$ cat src/hdl/ale_pkg.sv
// Shared constants, codes and beat types for the array list engine.
package ale_pkg;

   localparam int CAPACITY = 16;
   localparam int ADDR_W   = $clog2(CAPACITY);
   localparam int COUNT_W  = $clog2(CAPACITY + 1);
   localparam int DATA_W   = 32;
   localparam int POS_W    = 5;

   typedef enum logic [1:0] {
      MODE_INSERT = 2'd0,
      MODE_DELETE = 2'd1,
      MODE_READ   = 2'd2,
      MODE_FIND   = 2'd3
   } mode_type;

   typedef enum logic [2:0] {
      ST_OK       = 3'd0,
      ST_FULL     = 3'd1,
      ST_EMPTY    = 3'd2,
      ST_BADPOS   = 3'd3,
      ST_NOTFOUND = 3'd4
   } status_type;

   typedef enum logic [4:0] {
      S_IDLE   = 5'b00001,
      S_INSERT = 5'b00010,
      S_DELETE = 5'b00100,
      S_READ   = 5'b01000,
      S_FIND   = 5'b10000
   } state_type;

   typedef struct packed {
      mode_type                  mode;
      logic [POS_W-1:0]          position;
      logic signed [DATA_W-1:0]  value;
   } req_type;

   typedef struct packed {
      status_type                status;
      logic signed [DATA_W-1:0]  data_out;
      logic [POS_W-1:0]          found_position;
      logic [POS_W-1:0]          list_length;
   } rsp_type;

endpackage

$ cat src/hdl/array_list_engine.sv
// Ordered list of signed values in a RAM, with insert, delete, read and find.
//
//   channel   ports                         handshake
//   request   start, busy, req_item         beat taken when start && !busy
//   response  rsp_strobe, rsp_item          beat lives one cycle, no backpressure
//
// A rejected request answers on the cycle after it is taken and never raises busy.
// Read answers 2 cycles after it is taken. Insert and delete answer after
// (length - position + 4) cycles (insert at the end after 2), find after up to
// length + 3: the list RAM has one read and one write port, so one entry moves or is
// compared per cycle. Reset is synchronous; it empties the list (the RAM itself is
// not cleared). busy stays high from the cycle after a beat is taken until its reply.
module array_list_engine (
   input  logic             clock,
   input  logic             reset,
   input  logic             start,
   output logic             busy,
   input  ale_pkg::req_type req_item,
   output logic             rsp_strobe,
   output ale_pkg::rsp_type rsp_item
);

   localparam int AW = ale_pkg::ADDR_W;
   localparam int CW = ale_pkg::COUNT_W;
   localparam int PW = ale_pkg::POS_W;
   localparam int DW = ale_pkg::DATA_W;

   ale_pkg::state_type       state_ff, state_in;
   logic [CW-1:0]            count_ff, count_in;
   logic [AW-1:0]            addr_ff, addr_in;
   logic [CW-1:0]            left_ff, left_in;
   logic                     pend_ff, pend_in;
   logic [AW-1:0]            pend_addr_ff, pend_addr_in;
   logic                     first_ff, first_in;
   logic signed [DW-1:0]     data_ff, data_in;
   logic signed [DW-1:0]     value_ff, value_in;
   logic [AW-1:0]            slot_ff, slot_in;
   ale_pkg::rsp_type         rsp_ff, rsp_in;
   logic                     rsp_valid_ff, rsp_valid_in;

   logic                     mem_we;
   logic [AW-1:0]            mem_waddr;
   logic [DW-1:0]            mem_wdata;
   logic [AW-1:0]            mem_raddr;
   logic [DW-1:0]            mem_rdata;

   logic [PW-1:0]            pos_m1;
   logic [PW:0]              pos_ext;
   logic [PW:0]              cnt_ext;

   function automatic ale_pkg::rsp_type make_rsp(ale_pkg::status_type st,
                                                 logic signed [DW-1:0] d,
                                                 logic [PW-1:0] f,
                                                 logic [CW-1:0] len);
      ale_pkg::rsp_type r;
      r.status         = st;
      r.data_out       = d;
      r.found_position = f;
      r.list_length    = PW'(len);
      return r;
   endfunction

   ale_ram #(
      .WIDTH(DW),
      .DEPTH(ale_pkg::CAPACITY)
   ) u_list_ram (
      .clock  (clock),
      .wr_en  (mem_we),
      .wr_addr(mem_waddr),
      .wr_data(mem_wdata),
      .rd_addr(mem_raddr),
      .rd_data(mem_rdata)
   );

   assign pos_m1  = req_item.position - PW'(1);
   assign pos_ext = {1'b0, req_item.position};
   assign cnt_ext = (PW + 1)'(count_ff);

   always_comb begin
      state_in     = state_ff;
      count_in     = count_ff;
      addr_in      = addr_ff;
      left_in      = left_ff;
      pend_in      = 1'b0;
      pend_addr_in = pend_addr_ff;
      first_in     = first_ff;
      data_in      = data_ff;
      value_in     = value_ff;
      slot_in      = slot_ff;
      rsp_in       = rsp_ff;
      rsp_valid_in = 1'b0;
      mem_we       = 1'b0;
      mem_waddr    = pend_addr_ff;
      mem_wdata    = mem_rdata;
      mem_raddr    = addr_ff;

      unique case (state_ff)
         ale_pkg::S_IDLE: begin
            if (start) begin
               value_in = req_item.value;
               slot_in  = AW'(pos_m1);
               unique case (req_item.mode)
                  ale_pkg::MODE_INSERT: begin
                     if (count_ff == CW'(ale_pkg::CAPACITY)) begin
                        rsp_in       = make_rsp(ale_pkg::ST_FULL, '0, '0, count_ff);
                        rsp_valid_in = 1'b1;
                     end else if (req_item.position == '0 ||
                                  pos_ext > cnt_ext + (PW + 1)'(1)) begin
                        rsp_in       = make_rsp(ale_pkg::ST_BADPOS, '0, '0, count_ff);
                        rsp_valid_in = 1'b1;
                     end else begin
                        // shift from the top entry down to the insert slot
                        state_in = ale_pkg::S_INSERT;
                        addr_in  = AW'(count_ff - CW'(1));
                        left_in  = count_ff - CW'(pos_m1);
                     end
                  end
                  ale_pkg::MODE_DELETE,
                  ale_pkg::MODE_READ: begin
                     if (count_ff == '0) begin
                        rsp_in       = make_rsp(ale_pkg::ST_EMPTY, '0, '0, count_ff);
                        rsp_valid_in = 1'b1;
                     end else if (req_item.position == '0 || pos_ext > cnt_ext) begin
                        rsp_in       = make_rsp(ale_pkg::ST_BADPOS, '0, '0, count_ff);
                        rsp_valid_in = 1'b1;
                     end else if (req_item.mode == ale_pkg::MODE_READ) begin
                        mem_raddr = AW'(pos_m1);
                        state_in  = ale_pkg::S_READ;
                     end else begin
                        state_in = ale_pkg::S_DELETE;
                        addr_in  = AW'(pos_m1);
                        left_in  = count_ff - CW'(pos_m1);
                        first_in = 1'b1;
                     end
                  end
                  ale_pkg::MODE_FIND: begin
                     state_in = ale_pkg::S_FIND;
                     addr_in  = '0;
                     left_in  = count_ff;
                  end
               endcase
            end
         end

         ale_pkg::S_INSERT: begin
            if (left_ff != '0) begin
               mem_raddr    = addr_ff;
               addr_in      = addr_ff - AW'(1);
               left_in      = left_ff - CW'(1);
               pend_in      = 1'b1;
               pend_addr_in = addr_ff + AW'(1);
            end
            if (pend_ff) begin
               mem_we    = 1'b1;
               mem_waddr = pend_addr_ff;
               mem_wdata = mem_rdata;
            end else if (left_ff == '0) begin
               // all moves done: drop the new value into its slot
               mem_we       = 1'b1;
               mem_waddr    = slot_ff;
               mem_wdata    = value_ff;
               count_in     = count_ff + CW'(1);
               rsp_in       = make_rsp(ale_pkg::ST_OK, '0, '0, count_ff + CW'(1));
               rsp_valid_in = 1'b1;
               state_in     = ale_pkg::S_IDLE;
            end
         end

         ale_pkg::S_DELETE: begin
            if (left_ff != '0) begin
               mem_raddr    = addr_ff;
               addr_in      = addr_ff + AW'(1);
               left_in      = left_ff - CW'(1);
               pend_in      = 1'b1;
               pend_addr_in = addr_ff;
            end
            if (pend_ff) begin
               if (first_ff) begin
                  // first beat back is the removed entry
                  data_in  = mem_rdata;
                  first_in = 1'b0;
               end else begin
                  mem_we    = 1'b1;
                  mem_waddr = pend_addr_ff - AW'(1);
                  mem_wdata = mem_rdata;
               end
            end else if (left_ff == '0) begin
               count_in     = count_ff - CW'(1);
               rsp_in       = make_rsp(ale_pkg::ST_OK, data_ff, '0, count_ff - CW'(1));
               rsp_valid_in = 1'b1;
               state_in     = ale_pkg::S_IDLE;
            end
         end

         ale_pkg::S_READ: begin
            rsp_in       = make_rsp(ale_pkg::ST_OK, mem_rdata, '0, count_ff);
            rsp_valid_in = 1'b1;
            state_in     = ale_pkg::S_IDLE;
         end

         ale_pkg::S_FIND: begin
            if (pend_ff && mem_rdata == value_ff) begin
               rsp_in       = make_rsp(ale_pkg::ST_OK, '0,
                                       PW'(pend_addr_ff) + PW'(1), count_ff);
               rsp_valid_in = 1'b1;
               state_in     = ale_pkg::S_IDLE;
            end else if (left_ff != '0) begin
               mem_raddr    = addr_ff;
               addr_in      = addr_ff + AW'(1);
               left_in      = left_ff - CW'(1);
               pend_in      = 1'b1;
               pend_addr_in = addr_ff;
            end else if (!pend_ff) begin
               rsp_in       = make_rsp(ale_pkg::ST_NOTFOUND, '0, '0, count_ff);
               rsp_valid_in = 1'b1;
               state_in     = ale_pkg::S_IDLE;
            end
         end

         default: begin
            state_in = ale_pkg::S_IDLE;
         end
      endcase
   end

   always_ff @(posedge clock) begin
      if (reset) begin
         state_ff     <= ale_pkg::S_IDLE;
         count_ff     <= '0;
         pend_ff      <= 1'b0;
         rsp_valid_ff <= 1'b0;
      end else begin
         state_ff     <= state_in;
         count_ff     <= count_in;
         pend_ff      <= pend_in;
         rsp_valid_ff <= rsp_valid_in;
      end
      addr_ff      <= addr_in;
      left_ff      <= left_in;
      pend_addr_ff <= pend_addr_in;
      first_ff     <= first_in;
      data_ff      <= data_in;
      value_ff     <= value_in;
      slot_ff      <= slot_in;
      rsp_ff       <= rsp_in;
   end

   assign busy       = (state_ff != ale_pkg::S_IDLE);
   assign rsp_strobe = rsp_valid_ff;
   assign rsp_item   = rsp_ff;

   // a reply always closes out the sequencer
   a_reply_idle: assert property (@(posedge clock) disable iff (reset)
      rsp_valid_ff |-> state_ff == ale_pkg::S_IDLE)
      else $error("reply beat while sequencer still active");

   a_count_range: assert property (@(posedge clock) disable iff (reset)
      count_ff <= CW'(ale_pkg::CAPACITY))
      else $error("list length beyond capacity");

   a_start_progress: assert property (@(posedge clock) disable iff (reset)
      start && !busy |=> busy || rsp_strobe)
      else $error("accepted beat neither started nor answered");

   a_no_idle_write: assert property (@(posedge clock) disable iff (reset)
      mem_we |-> state_ff == ale_pkg::S_INSERT || state_ff == ale_pkg::S_DELETE)
      else $error("list RAM written outside insert or delete");

endmodule

$ cat src/hdl/ale_ram.sv
// Generic single-port-write, single-port-read RAM with registered read data.
module ale_ram #(
   parameter int WIDTH = 32,
   parameter int DEPTH = 16
) (
   input  logic                     clock,
   input  logic                     wr_en,
   input  logic [$clog2(DEPTH)-1:0] wr_addr,
   input  logic [WIDTH-1:0]         wr_data,
   input  logic [$clog2(DEPTH)-1:0] rd_addr,
   output logic [WIDTH-1:0]         rd_data
);

   logic [WIDTH-1:0] store_ff [DEPTH];
   logic [WIDTH-1:0] rd_data_ff;

   always_ff @(posedge clock) begin
      if (wr_en) begin
         store_ff[wr_addr] <= wr_data;
      end
      rd_data_ff <= store_ff[rd_addr];
   end

   assign rd_data = rd_data_ff;

endmodule
$ cat config.mk
export PLATFORM = sky130hd
export DESIGN_NAME = array_list_engine
export DESIGN_NICKNAME = d
export VERILOG_FILES = /design/src/hdl/ale_pkg.sv /design/src/hdl/array_list_engine.sv /design/src/hdl/ale_ram.sv
export SDC_FILE = /design/constraint.sdc
export NUM_CORES = 1
export LEC_CHECK = 0
export BUFFER_PORTS_ARGS = -buffer_cell sky130_fd_sc_hd__buf_2
export CORE_AREA = 2 2 285 287
export CTS_CLUSTER_SIZE = 25
export DETAILED_ROUTE_END_ITERATION = 8
export DIE_AREA = 0 0 287 289
export HOLD_SLACK_MARGIN = 0.08
export PLACE_DENSITY = 0.61
export RECOVER_POWER = 50
export SYNTH_ARGS = -nofsm -noshare
export SYNTH_HDL_FRONTEND = slang
export SYNTH_SLANG_ARGS = --single-unit
$ cat constraint.sdc
create_clock -name clock -period 5.35 [get_ports clock]
set_clock_uncertainty 0.05 [all_clocks]
set_input_delay 0.535 -clock clock [delete_from_list [all_inputs] [get_ports clock]]
set_output_delay 0.535 -clock clock [all_outputs]
set_load 0.01 [all_outputs]
# Yosys cells after proc, flatten, opt, wreduce, memory -nomap -nowiden
# Memory sizes are Yosys's and may differ from the RTL's. A register that Yosys moved wholly into a read port is not among the register bits.
# Cells that the tools add are included.
# word_totals
input_bits	42
mem_count	1
mem_bits_rw	512
reg_bits	139
elab_cells	187
# classes
n_eq_ne	35
addsub	10
magnitude_cmp	2
mux	99
reduce_logical	25
# memory_table
name	words	width	read_ports	rd_ports_with_merged_regs	write_ports	line_no	rtl
u_list_ram.store_ff	16	32	1	1	1	ale_ram.sv:14	logic [WIDTH-1:0] store_ff [DEPTH];
# op_table
cell	count
2-to-1 mux 45 bit	12
case mux 45 bit (5 select lines)	1
2-to-1 mux 5 bit	22
2-to-1 mux 32 bit	3
2-to-1 mux 4 bit	23
case mux 45 bit (2 select lines)	1
case mux 5 bit (3 select lines)	4
equality test 32 bit	1
!= test 2 bit (second input constant)	12
case mux 4 bit (3 select lines)	2
2-to-1 mux 1 bit	23
!= test 3 bit (second input constant)	7
AND reduction 9 bit	2
case mux 4 bit (4 select lines)	1
logical NOT 5 bit	3
subtractor 5 x 1 -> 5 bit (second input constant)	3
AND reduction 11 bit	1
equality test 5 bit (second input constant)	2
case mux 5 bit (2 select lines)	1
nonzero test 5 bit	2
!= test 4 bit (second input constant)	2
case mux 1 bit (2 select lines)	4
case mux 4 bit (2 select lines)	1
AND reduction 8 bit	1
29 further kinds	37

# Longest topological paths before layout
# Gate-level depths: netlist of run 1.
# logic_depth
ltp_word	8
ltp_mapped	15
depth_no_buf	11

# Modules after synthesis
# Synthesis of run 1 repeated with hierarchy kept, for this count alone.
# unflattened
hier_cells	1404
area_unflattened_um2	26959.6
# by_module_without_submodules
mod	seq_area_each_um2	cells_each	n_inst	area_per_inst_um2
ale_ram	16015.4	838	1	19854.0
array_list_engine	4053.9	566	1	7105.6

# Worst setup path after synthesis of run 1
# Ideal clock, no wire load.
# synth_path
kind	reg2reg
from	register left_ff[0]
to	memory u_list_ram.store_ff[6][0], enable pin
setup_slack_ps	1247
path_buffers	1
stages_incl_launch_ff	11
period_less_slack_ps	4103
t_arrival_ps	3632
cell_sequence	edfxtp_1 > inv_1 > ha_1 > nor4b_1 > nor2b_1 > clkbuf_1 > mux2i_1 > o221a_2 > inv_1 > or2_2 > nor2_1
# synth_between
elab_chain_len	6
elab_cells_between_ends	9
cone_classes	8 x mux; 1 x reduce/logical
# synth_rtl
element	line_no	rtl
start, declared	array_list_engine.sv:31	logic [CW-1:0] left_ff, left_in;
start signal, assigned	array_list_engine.sv:239	left_ff <= left_in;
logical NOT 5 bit (*)	array_list_engine.sv:157	end else if (left_ff == '0) begin
2-to-1 mux 1 bit	array_list_engine.sv:157	
2-to-1 mux 1 bit	array_list_engine.sv:153	if (pend_ff) begin
case mux 1 bit (2 select lines)	array_list_engine.sv:97	unique case (state_ff)
2-to-1 mux 1 bit	ale_ram.sv:18	if (wr_en) begin
2-to-1 mux 1 bit (not written as such)	ale_ram.sv:19	store_ff[wr_addr] <= wr_data;
end, declared	ale_ram.sv:14	
# Mark *: on every way between the ends. The rest lies on a longest branch, timed or not.

# Worst setup path after layout of run 1
# layout_path
from	register count_ff[2]
to	register u_list_ram.rd_data_ff[28], in the netlist u_list_ram.rd_data[28], read port of u_list_ram.store_ff
# layout_between
elab_chain_len	7
elab_cells_between_ends	8
cone_classes	1 x order compare; 5 x mux; 2 x reduce/logical
# layout_rtl
element	line_no	rtl
start, declared	array_list_engine.sv:29	logic [CW-1:0] count_ff, count_in;
start signal, assigned	array_list_engine.sv:234	count_ff <= count_in;
greater-than comparator 5 bit	array_list_engine.sv:123	end else if (req_item.position == '0 || pos_ext > cnt_ext) begin
logical OR 1 bit	array_list_engine.sv:123	
2-to-1 mux 4 bit	array_list_engine.sv:123	
2-to-1 mux 4 bit (*)	array_list_engine.sv:120	if (count_ff == '0) begin
2-to-1 mux 4 bit (*)	array_list_engine.sv:102	unique case (req_item.mode)
2-to-1 mux 4 bit (*)	array_list_engine.sv:99	if (start) begin
2-to-1 mux 4 bit (*)	--	
end, declared	ale_ram.sv:15	logic [WIDTH-1:0] rd_data_ff;
# Marks and branches as above.
# A chain may end at the register's enable or synchronous reset.

==> results.md, run 1 <==
- Arrival @ worst endpoint: 4.89 ns
- Reg2reg setup slack: 0.94 ns
- Setup CP Type: reg2reg
- RSZ-0062 raised after global routing: false
- FP Rows: 104
- Max-Cap Viols: 1
- Async SR Flop Fraction: 0
- Number of cells after detailed placement: 2884
- Vias in the first global route: 16800
- Synth-to-Final Area Change: 16.3%
- Iteration-0 DRC Markers: 1892
- Setup TNS: 0 ns
- Design area: 32300 um2
- Mapped Avg Cell Area: 15.4 um2
- Die Wd: 287 um
- Worst IR Drop VDD: 0.228 mV
- Number of detailed-route iterations in the first pass: 6
- Core Footprint: 79900 um2
- HPWL after detailed placement: 44.4 mm
- GPL Wtd Cong: 0.861
- Initial antenna violation count: 2
- FF-to-FF path depth: 10
- Status: complete, but fails checks
- Post-DP Area: 29700 um2
- Pleak: 10.6 nW
- Synth warn: 0
- R2r endpoint: u_list_ram.rd_data[28]
- Synth Instances: 1800
- CP Capture Type: flop
- Worst Setup Slack, final: 0.937 ns
- Crit start category: flop
- Hold EP: count_ff[2]
- Clock Pin Slew Worst Setup and Hold Paths: 0.06 ns
- Top_reg_cell synth: edfxtp_1
- CTS buffer count: 70
- H-tree depth: 3
- Non-filler cells, final: 3044
- First-pass GRT wire length: 109 mm
- Clock sinks: 683
- Chip height: 289 um
- Worst r2r src: count_ff[2]
- Clk_lat worst skew: 0.62 ns
- I/O Buffers: 88
- Fin Hold WS: 0.214 ns
- NumNets Final: 2000
- Wirelength, routed: 74.0 mm
- HP Start: reset
- Crit path max fanout: 15
- GR Overflow Total: 0
- Max Clock Freq: 0.227 GHz
- CTS max path bufs: 3
- Largest net degree at the start of global routing: 46
- Hold Vio Cnt, Final: 0
- Cell Area, Synth: 27800 um2
- CTS tree: done
- Vias: 16800
- Layout cell share with drive strength beyond 1: 0.130
- WL/cell: 24.3 um
- Drt drc: 0
- Worst slack at placement: 0.778 ns
- Failing checks: capacitance limit, slew limit
- Final ANT Viol Nets: 0
- Clock Root Buffer: clkbuf_16
- Gr usage total: 0.176
- ANT cells: 0
- Post-synth EDFFs: 639
- Period utilisation layout: 0.825
- Pins over their slew limit: 37
- DIE AREA: 82900 um2
- Netlist cell types: 78
- Final setup vio count: 0
- Critical Path RT: 5.83 ns
- Worst slew pin tran: 2.75 ns
- Initial Utilization: 0.348
- Hold path cells: 2
- I/O Pins: 89
- Post-DR vias/cell: 5.53
- Net count after synthesis: 1872
- Minimum clock period: 4.41 ns
- Hold Crit Class: in2reg
- Slew HR: -0.833
- Seq cells post-synth: 683
- Total power divided by cell area: 402 nW/um2
- Seq/Total Area, Yosys: 0.722
-- worst max-delay path: stages, from the launching register on --
cell      delay [ns]
dfxtp_1         0.60
inv_1           0.18
ha_1            0.31
nand3_1         0.09
or3b_4          0.42
o21ai_2         0.20
nand3_2         0.56
mux2i_4         0.74
and2_1          0.80
a222oi_1        0.21
o221ai_1        0.14
-- report_power, final --
group          switching [mW]  internal (mW)
combinational           0.960          0.460
clock                    2.05           2.96
sequential              0.240           6.33
total                    3.25           9.75
-- through the flow --
step | power [mW] | util
after CTS | 13.1 | 0.406
after global routing | 13.4 | 0.404
after detailed placement | 8.10 | 0.372
after global placement | 8.04 | 0.372
final | 13.0 | 0.404
after floorplan | 7.47 | -
-- cells in the final DEF (no fill, tap or decap), types with 22 or more instances in the layout --
| cell | netlist | routed |
|---|---|---|
| nand3_1 | 34 | 34 |
| a221o_1 | 33 | 33 |
| xnor2_1 | 22 | 22 |
| mux2_2 | 52 | 23 |
| mux2i_1 | 41 | 38 |
| and3_1 | 36 | 35 |
| a21oi_1 | 85 | 83 |
| mux2_1 | 0 | 29 |
| nor2_1 | 66 | 47 |
| a222oi_1 | 30 | 30 |
| a22oi_1 | 34 | 34 |
| clkbuf_16 | 0 | 70 |
| xor2_1 | 37 | 37 |
| inv_1 | 28 | 28 |
| clkbuf_1 | 73 | 81 |
| a21o_1 | 34 | 34 |
| ha_1 | 29 | 29 |
| buf_4 | 3 | 45 |
| nand2_1 | 93 | 91 |
| dlygate4sd3_1 | 0 | 32 |
| o21ai_0 | 73 | 74 |
| edfxtp_1 | 639 | 639 |
| a22o_1 | 66 | 66 |
| dfxtp_1 | 44 | 44 |
| buf_2 | 27 | 27 |
-- flip-flops by register name, indices dropped and copies added, names as in the netlist --
name,flops
addr_ff,4
count_ff,5
data_ff,32
first_ff,1
left_ff,5
pend_addr_ff,4
pend_ff,1
rsp_item,45
rsp_strobe,1
slot_ff,4
state_ff,5
u_list_ram.rd_data,32
u_list_ram.store_ff,512
value_ff,32
-- metal layers --
layer	share of wire	track usage	vias to the layer above
met5	0	0	-
met4	0.026	0.0612	0
met3	0.085	0.0287	121
met2	0.47	0.286	740
met1	0.42	0.241	8550
li1	-	-	7410
-- cells in the mapped netlist, types with 19 or more instances --
cell type    n  area share
dfxtp_1     44       0.032
a222oi_1    30       0.011
nand2_1     93       0.013
a221o_1     33       0.012
a21o_1      34      0.0092
nand3_1     34      0.0061
and3_1      36      0.0081
o21ai_0     73       0.013
a21oi_1     85       0.015
a22oi_1     34      0.0092
xnor2_1     22      0.0069
edfxtp_1   639        0.69
xor2_1      37       0.012
buf_2       27      0.0049
nor2_1      66      0.0089
mux2_2      52       0.021
o21a_1      20      0.0054
a221oi_1    19      0.0060
mux2i_1     41       0.015
a22o_1      66       0.021
inv_1       28      0.0038
clkbuf_1    73      0.0099
ha_1        29       0.013
-- kinds of logic after synthesis --
group           share of synthesized area
flops                               0.722
compound gates                      0.132
simple gates                       0.0531
buf+inv                            0.0234
mux                                0.0364
xor+xnor                           0.0186
fa+ha+maj                          0.0141
-- worst max path at each step --
stage                 startpoint                         to  slack, ns  cells after the start
global placement    req_item[32]      u_list_ram.rd_data[0]       0.96                     11
CTS                  count_ff[2]     u_list_ram.rd_data[28]        1.0                     10
detailed placement  req_item[32]     u_list_ram.rd_data[25]       0.78                     10
global route         count_ff[2]     u_list_ram.rd_data[20]       0.76                     10
finish               count_ff[2]     u_list_ram.rd_data[28]       0.94                     10
floorplan             left_ff[0]  u_list_ram.store_ff[6][0]       1.25                     10
-- area by class of cell --
type | count | area, um2
clock inverter | 31 | 423
timing repair buffer | 172 | 1130
multi-input combinational | 970 | 7310
fill | 7272 | 47600
sequential | 683 | 20100
inverter | 31 | 116
tap | 1060 | 1330
clock buffer | 97 | 1940
-- repair_timing --
action | 4_1_cts | 5_1_grt
setup buffers | 0 | 0
gates resized for setup | 0 | 0
endpoints found under the hold margin | 32 | 0
hold buffers | 32 | 0
Power figures use the tool's default switching activity.
==> run 2, diff against run 1 <==
--- a/config.mk
+++ b/config.mk
@@ -5,11 +5,12 @@
 export SDC_FILE = /design/constraint.sdc
 export NUM_CORES = 1
 export LEC_CHECK = 0
+export ABC_AREA = 1
 export BUFFER_PORTS_ARGS = -buffer_cell sky130_fd_sc_hd__buf_2
-export CORE_AREA = 2 2 285 287
+export CORE_AREA = 2 2 299 301
 export CTS_CLUSTER_SIZE = 25
 export DETAILED_ROUTE_END_ITERATION = 8
-export DIE_AREA = 0 0 287 289
+export DIE_AREA = 0 0 301 303
 export HOLD_SLACK_MARGIN = 0.08
 export PLACE_DENSITY = 0.61
 export RECOVER_POWER = 50
==> constraint.sdc (replaced) <==
create_clock -name clock -period 4.5 [get_ports clock]
set_clock_uncertainty 0.05 [all_clocks]
set_input_delay 0.45 -clock clock [delete_from_list [all_inputs] [get_ports clock]]
set_output_delay 0.45 -clock clock [all_outputs]
set_load 0.01 [all_outputs]
==> run 2 against run 1 <==
The flow still finishes with violations (capacitance limit, slew limit). Maximum frequency increased by 17%. Routed wire length rose by 12%. Hold slack gained 0.061 ns. Largest power group unchanged. Register-to-register slack worse by 0.22 ns. Clock power is 20% higher. Synthesized area grew 10%. Global-route usage grew 0.61 points.
==> results.md, run 2 <==
- Post-DR vias/cell: 4.92 (-11%)
- RSZ-0062 raised after global routing: false
- Adder-cell share of the synthesized area: 0.0125 (-0.00161)
- Crit-path slowest cell: clkbuf_2
- Max reg flops: 512 (unchanged)
- Vias in the first global route: 20700 (+23%)
- WL/cell: 19.2 um (-21%)
- Status: complete, but fails checks
- Crit-path leading delay family: buffers and inverters
- H-tree depth: 3 (unchanged)
- Most frequent cells in the layout: edfxtp_1 (639), nand3_1 (607), nand2_1 (585), inv_1 (578), clkbuf_1 (91)
- Synth Instances: 2976 (+65%)
- Share of the synthesized area in the top cell type: 0.628 (-0.0628)
- CP Launch Point: left_ff[0]
- FF/Latch Area: 20100 um2 (unchanged)
- Max-Cap Viols: 3 (+2)
- Multi-input logic area: 7830 um2 (+7.1%)
- First-pass GRT wire length: 126 mm (+15%)
- Worst slew pin tran: 2.06 ns (-0.690 ns)
- I/O Pins: 89 (unchanged)
- Clock sinks: 683 (unchanged)
- Post CTS Setup Buffer Count: 0 (unchanged)
- Vias: 21300 (+27%)
- DIE AREA: 91200 um2 (+10%)
- Met3 Wirelength: 6.26 mm (about the same)
- Reg2reg setup slack: 0.71 ns (-0.22 ns)
- Final ANT Viol Nets: 0 (unchanged)
- Failing checks: capacitance limit, slew limit
- I/O Buffers: 88 (unchanged)
- GR Overflow Total: 0 (unchanged)
- Top_reg_cell synth: edfxtp_1
- Synth area leaders: edfxtp_1 (63%), nand3_1 (9.9%), nand2_1 (7.2%), inv_1 (7.1%), dfxtp_1 (2.9%)
- CP Capture Type: flop
- Worst IR Drop VDD: 0.451 mV (+98%)
- Hold Crit Class: in2reg
- Clk_lat worst skew: 0.64 ns (+0.02 ns)
- Wirelength, routed: 83.2 mm (+12%)
- Synth warn: 0 (unchanged)
- Async SR Flop Fraction: 0 (unchanged)
- Netlist cell types: 40 (-49%)
- NumNets Final: 3184 (+59%)
- Chip height: 303 um (+4.8%)
- Die Wd: 301 um (+4.9%)
- Pins over their slew limit: 107 (+190%)
- Number of detailed-route iterations in the first pass: 6 (unchanged)
- Slew HR: -0.373 (+0.460)
- Synth cell count leaders: edfxtp_1 (639), nand3_1 (607), nand2_1 (588)
- Crit path max fanout: 64 (+49)
- Synth-to-Final Area Change: 15.6%
- Top-count cell post-synth: edfxtp_1
- Setup CP Type: reg2reg
- Largest net degree at the start of global routing: 122 (+170%)
- Largest reg by FF count: u_list_ram.store_ff
- Core Footprint: 88000 um2 (+10%)
- Initial Utilization: 0.348 (about the same)
- Most common cell after layout, fill and taps aside: edfxtp_1
- Mux cell area share after synthesis: 0 (-0.0364)
- Gr usage total: 0.182 (+0.00612)
- Final setup vio count: 0 (unchanged)
- Most used cell, CP: inv_1
- Cell Area, Synth: 30600 um2 (+10%)
- Synth Area in XOR/XNOR: 0.00860 (-0.0100)
- Minimum clock period: 3.79 ns (-0.626 ns)
- Largest family of logic cells by synthesized area: simple AND/OR/NAND/NOR gates
- CP cell instances: inv_1 -> ha_1 -> nand3_1 -> nor2_1 -> inv_1 -> nor2_4 -> clkbuf_2 -> nand2_1 -> o21ai_0 -> clkbuf_1
- Seq cells post-synth: 683 (unchanged)
- CTS max path bufs: 3 (unchanged)
- Seq/Total Area, Yosys: 0.657 (-0.0656)
- Pleak: 14.4 nW (+37%)
- Post-synth top area cell: edfxtp_1
- Clock Pin Slew Worst Setup and Hold Paths: 0.06 ns (about the same)
- Critical Path RT: 4.72 ns (-1.11 ns)
- GPL Wtd Cong: 0.892 (+3.6%)
- Top Metal Used: met4
- CTS buffer count: 70 (unchanged)
- Layout fillers: 8478 (+17%)
- Drt drc: 0 (unchanged)
- HPWL after detailed placement: 47.3 mm (+6.6%)
- Total power divided by cell area: 615 nW/um2 (+53%)
- Period utilisation layout: 0.842 (+0.0167)
- Crit-path max cell delay: 0.94 ns (+0.14 ns)
- Arrival @ worst endpoint: 4.01 ns (-0.88 ns)
- M1 wire length: 35.6 mm (+14%)
- HP Start: req_item[32]
- Met2 WL: 39.2 mm (+13%)
- Max Clock Freq: 0.264 GHz (+17%)
- Mapped Avg Cell Area: 10.3 um2 (-33%)
- FP Rows: 109 (+4.8%)
- Worst r2r src: left_ff[0]
- CTS tree: done
- Total power: 21.7 mW (+67%)
- Crit start category: flop
- Post-synth EDFFs: 639 (unchanged)
- Initial antenna violation count: 0 (-2)
- Iteration-0 DRC Markers: 2217 (+17%)
- Buffers & Inverters on Critical Path: 4 (+3)
- Layout cell share with drive strength beyond 1: 0.0748 (-0.0552)
- Post-Synth Simple-Gate Area: 0.205 (+0.152)
- Clock Root Buffer: clkbuf_16
- Compound-gate portion of the synthesized area: 0.0241 (-0.108)
- Net count after synthesis: 3048 (+63%)
- Hold Vio Cnt, Final: 0 (unchanged)
- Setup TNS: 0 ns (unchanged)
run 2: area by class of cell:
| cell class | instances | share of cell area |
|---|---|---|
| multi-input combinational | 1570 | 0.222 |
| sequential | 683 | 0.568 |
| timing repair buffer | 205 | 0.0402 |
| clock inverter | 41 | 0.0124 |
| tap | 1165 | 0.0413 |
| inverter | 582 | 0.0618 |
| antenna | 1 | 0.0000708 |
| clock buffer | 87 | 0.0546 |
run 2: repair_timing:
action	in CTS	in global routing
hold endpoints to repair	38	0
endpoints found under the setup margin	0	0
gates resized for setup	0	0
hold buffers	33	0
run 2: worst paths after layout:
kind / depth (start not counted) / to
max: 10 / u_list_ram.store_ff[12][9]
min: 2 / slot_ff[0]
max reg2reg: 10 / u_list_ram.store_ff[12][9]
min reg2reg: 0 / data_ff[25]
run 2: where the power goes:
group	internal [mW]	switching [mW]	leakage, nW	total (mW)
clock	3.47	2.52	1.17	6.00
combinational	1.84	4.98	7.11	6.81
sequential	8.45	0.458	6.17	8.90
total	13.8	7.96	14.4	21.7
run 2: cells by family after synthesis:
| group | after synthesis |
|---|---|
| AO/OA/AOI/OAI | 135 |
| XOR/XNOR | 30 |
| adder cells (fa/ha/maj) | 30 |
| buffers and inverters | 723 |
| flip-flops | 683 |
| AND/OR/NAND/NOR | 1375 |
run 2: stage by stage:
stage	utilization	instance area, um2	hold slack [ns]	instances	setup slack (ns)
floorplan	-	30600	0.380	2976	1.04
detailed placement	0.373	32800	0.393	4172	0.993
finish	0.402	35300	0.276	4334	0.713
global placement	0.373	32800	0.390	4172	1.01
CTS	0.404	35500	0.210	4333	1.01
global route	0.402	35300	0.273	4333	0.401
run 2: metal layers:
metal  vias to the layer above  global-route usage
li1                      10100                   -
met3                       149              0.0274
met4                         0              0.0591
met5                         -                   0
met1                     10200               0.247
met2                       846               0.301
